<file path="src/spa_pkg.sv">
// Shared types, constants and helpers for the slot pool allocator.
// No dependencies; used by every module of the block.
package spa_pkg;

  // Pool geometry
  localparam int POOL_SLOTS = 256;
  localparam int ADDR_W     = $clog2(POOL_SLOTS);
  localparam int SLOT_W     = 9;

  typedef logic [SLOT_W-1:0] slot_t;
  typedef logic [ADDR_W-1:0] slot_idx_t;

  // Slot code meaning "no slot"
  localparam slot_t SLOT_NONE = SLOT_W'(POOL_SLOTS);

  // Request codes
  localparam logic [1:0] REQ_ALLOC = 2'd0;
  localparam logic [1:0] REQ_FREE  = 2'd1;
  localparam logic [1:0] REQ_LINK  = 2'd2;

  // Status codes
  localparam logic [1:0] ST_OK    = 2'd0;
  localparam logic [1:0] ST_EMPTY = 2'd1;
  localparam logic [1:0] ST_BAD   = 2'd2;

  typedef struct packed {
    logic [1:0] req_type;
    slot_t      slot;
  } spa_in_t;

  typedef struct packed {
    slot_t      slot_out;
    logic [1:0] status;
  } spa_out_t;

  // Idle-list link of a slot that has not been written since reset:
  // the next index, and "none" past the last slot.
  function automatic slot_t reset_next(input slot_idx_t idx);
    return SLOT_W'(idx) + SLOT_W'(1);
  endfunction

endpackage

</file>
<file path="src/spa_link_ram.sv">
// Link memory: one write port, one registered read port, write-first.
// Depends on spa_pkg for default sizes.
module spa_link_ram
  import spa_pkg::*;
#(
  parameter int DEPTH = POOL_SLOTS,
  parameter int DW    = SLOT_W
) (
  input  logic                     clk,
  input  logic                     we,
  input  logic [$clog2(DEPTH)-1:0] waddr,
  input  logic [DW-1:0]            wdata,
  input  logic                     re,
  input  logic [$clog2(DEPTH)-1:0] raddr,
  output logic [DW-1:0]            rdata
);

  logic [DW-1:0] mem [DEPTH];
  logic [DW-1:0] rdata_r;

  // Write port, and a read that sees a write to the same entry
  always_ff @(posedge clk) begin
    if (we) begin
      mem[waddr] <= wdata;
    end
    if (re) begin
      rdata_r <= (we && (waddr == raddr)) ? wdata : mem[raddr];
    end
  end

  assign rdata = rdata_r;

endmodule

</file>
<file path="config.mk">
export PLATFORM = sky130hd
export DESIGN_NAME = spa_link_ram
export DESIGN_NICKNAME = d
export VERILOG_FILES = /design/src/spa_pkg.sv /design/src/spa_link_ram.sv
export SDC_FILE = /design/constraint.sdc
export NUM_CORES = 2
export LEC_CHECK = 0
export ABC_CLOCK_PERIOD_IN_PS = 3020
export BUFFER_PORTS_ARGS = -buffer_cell sky130_fd_sc_hd__buf_2
export CORE_AREA = 3 3 388 390
export CTS_CLUSTER_DIAMETER = 30
export DETAILED_ROUTE_END_ITERATION = 8
export DIE_AREA = 0 0 391 393
export PLACE_DENSITY_LB_ADDON = 0.12
export SLEW_MARGIN = 0
export SYNTH_ARGS = -nofsm -noshare
export SYNTH_HDL_FRONTEND = slang
export SYNTH_SLANG_ARGS = --single-unit
</file>
<file path="constraint.sdc">
create_clock -name clk -period 3.02 [get_ports clk]
set_input_delay 0 -clock clk [delete_from_list [all_inputs] [get_ports clk]]
set_output_delay 0 -clock clk [all_outputs]
set_load 0.03 [all_outputs]
</file>
==> metrics <==
die area=154000 um2; Mapped Area=89800 um2; Reg2Reg Depth=7; Layout area overhead=22.7%; clk slew on worst S/H paths=50 ps; Critical R2R Launch=mem[157][7]$_DFFE_PP_; via/cell ratio=6.54; first-pass GRT wire length=341000 um; YS warnings=0; VDD IR max=0.000739 V; WS Path Type=reg2reg; Die Y-Extent=393 um; Tightest Pin Transition=940 ps; Remaining DRCs=0; Synth async-reset ratio=0; Post-DP HPWL=140000 um; CP endpoint kind=flop; all-layer global routing usage=0.310; Routed Antenna Nets=0; crit path max fanout=1; setup bufs post-CTS=0; #FFs+latches synth=2313; largest net degree at the start of global routing=117; latest clock arrival within the worst-skew pair=940 ps; Fmax=0.339 GHz; # IOs=37; filler cell count=7983; GRT overflow=0; Pleak=36.9 nW; EDFF count, synth=2313; Worst Setup Start Kind=flop; commonest non-fill, non-tap cells in the layout=edfxtp_1, buf_4, mux4_2; Detailed Route Iter0 Violations=6383; Slew headroom=0.373; Final Hold Fails=0; # Max-Cap Violations=0; chip width=391 um; Core Region=147000 um2; Syn Area/Cell=20.7 um2; Fin Setup TNS=0 ps; placed insts=6583; H-tree lvl count=5; fin crit period=2950 ps; Synth Flop Type=edfxtp_1; Buffers on Ports=36; register area share after synthesis=0.773; antenna violations before repair=8; Vias=48100; Num Clock Sinks=2313; Min-Delay Path Depth=2; RSZ-0062 raised after global routing=false; Cell Rows=141; CTS tree=yes; Longest Clk Path Bufs=4; vias in the first global route=49100; effective utilization at floorplan=0.609; Req. time, crit path=3680 ps; status=finished clean; Hold Path End=rdata[3]$_DFFE_PP_; DR WL/cell=31.7 um; worst hold path class=in2reg; Root Buffer=clkbuf_16; most common cell after layout, fill and taps aside=edfxtp_1; RR Endpoint=rdata[7]$_DFFE_PP_; Hold Startpoint=re; fin crit share=0.978; post-route cell area=110000 um2; power density over the cells=779 nW/um2; CTS buffer count=420; max-slew violations=0; clk_skew=50.5 ps; final std cells w/o fill=7359; CP arrival=3620 ps; Reg2Reg Setup Slack=70 ps; Mapped Cells=4346; DR pass1 iterations=6; Setup Viol. Count Final=0; dpl cell area=95800 um2; Placer Congestion=0.904; total wire length=233000 um; synth unique cells=51; Tot Pwr=85.9 mW; nets@finish=5126; Post-Syn Nets=4374; share of cells above drive strength 1=0.329
==> critical path, cell delays in order (launching register included) <==
cell      delay (ps)
edfxtp_1         400
mux4_1           570
mux4_2           580
a211o_1          330
nor4_2           410
buf_4            200
or4_1            100
o21ai_1           70
==> what timing repair did <==
action / in CTS / in global routing
hold endpoints to repair: 2313 / 0
gates resized for setup: 3 / 3
hold buffers: 23 / 0
cloned: 0 / 0
endpoints found under the setup margin: 3 / 2
==> cells in the mapped netlist (2+ instances only) <==
master	instances	area [um2]
a221oi_1	34	298
a31o_2	8	70.1
buf_12	3	60.1
nand4_1	27	169
nor3b_1	2	15.0
nor4_1	13	81.3
clkbuf_1	144	541
and3_1	6	37.5
mux2_2	66	743
a2111oi_0	17	149
a211oi_1	10	75.1
buf_4	34	255
o21ai_0	44	220
o31ai_1	11	82.6
inv_1	4	15.0
a31oi_1	8	50.1
nor2b_1	16	100
buf_8	7	105
buf_1	20	75.1
a21o_1	8	60.1
or3_1	25	156
buf_2	39	195
nor2_1	328	1230
xor2_1	7	61.3
a41oi_1	8	70.1
nand2_1	82	308
mux4_1	14	368
nand3_1	33	165
mux4_2	443	9980
o22ai_1	79	494
a22oi_1	156	1170
or2_2	5	31.3
and2_1	4	25.0
a21oi_1	24	120
edfxtp_1	2313	69500
nor3_1	30	150
buf_6	28	315
o221ai_1	24	210
nand2b_1	25	156
mux2i_1	186	1860
==> area by class of cell <==
cell class,instances,area [um2],share of cell area
timing repair buffer,605,5270,0.0478
clock inverter,285,3390,0.0308
multi-input combinational,1753,18900,0.171
inverter,5,18.8,0.000170
tap,1930,2410,0.0219
clock buffer,463,10800,0.0982
antenna,5,12.5,0.000113
sequential,2313,69500,0.630
==> stage by stage <==
stage	hold slack, ps	utilization	setup WS (ps)
2_1_floorplan	98.9	-	635
3_5_place_dp	467	0.649	-362
4_1_cts	30.6	0.747	25.1
3_3_place_gp	459	0.649	-306
5_1_grt	67.3	0.747	45.9
6_report	95.6	0.747	65.9
==> where the power goes <==
group | internal (mW) | switching (mW)
sequential | 35.5 | 0.0473
combinational | 1.27 | 2.20
clock | 31.1 | 15.8
==> sequential cells by signal, summed over array words and instances (netlist names) <==
| name | count |
|---|---|
| rdata | 9 |
| mem | 2304 |
==> metal layers <==
metal | track usage | vias up | share of wire
met5 | 0 | - | 0.00012
met4 | 0.129 | 4 | 0.042
li1 | - | 19800 | -
met3 | 0.0785 | 481 | 0.11
met2 | 0.474 | 2849 | 0.47
met1 | 0.435 | 24900 | 0.38
==> how the worst max path moves through the flow <==
stage                               start                 end  slack (ps)  depth (start not counted)
floorplan                        raddr[0]  rdata[6]$_DFFE_PP_         630                         10
global placement                 raddr[0]  rdata[5]$_DFFE_PP_        -310                         10
detailed placement               raddr[0]  rdata[5]$_DFFE_PP_        -360                          9
CTS                 mem[171][5]$_DFFE_PP_  rdata[5]$_DFFE_PP_          30                          7
global route        mem[170][5]$_DFFE_PP_  rdata[5]$_DFFE_PP_          50                          7
finish              mem[157][7]$_DFFE_PP_  rdata[7]$_DFFE_PP_          70                          7
==> cell families (layout without fill, tap and decap cells) <==
group | after synthesis | in the layout | synth area share
other cells | 0 | 5 | 0
simple gates | 598 | 598 | 0.0294
flops | 2313 | 2313 | 0.773
buf+inv | 280 | 1358 | 0.0174
compound gates | 438 | 438 | 0.0349
xor+xnor | 8 | 8 | 0.000780
mux | 709 | 709 | 0.144
Power figures use the tool's default switching activity.
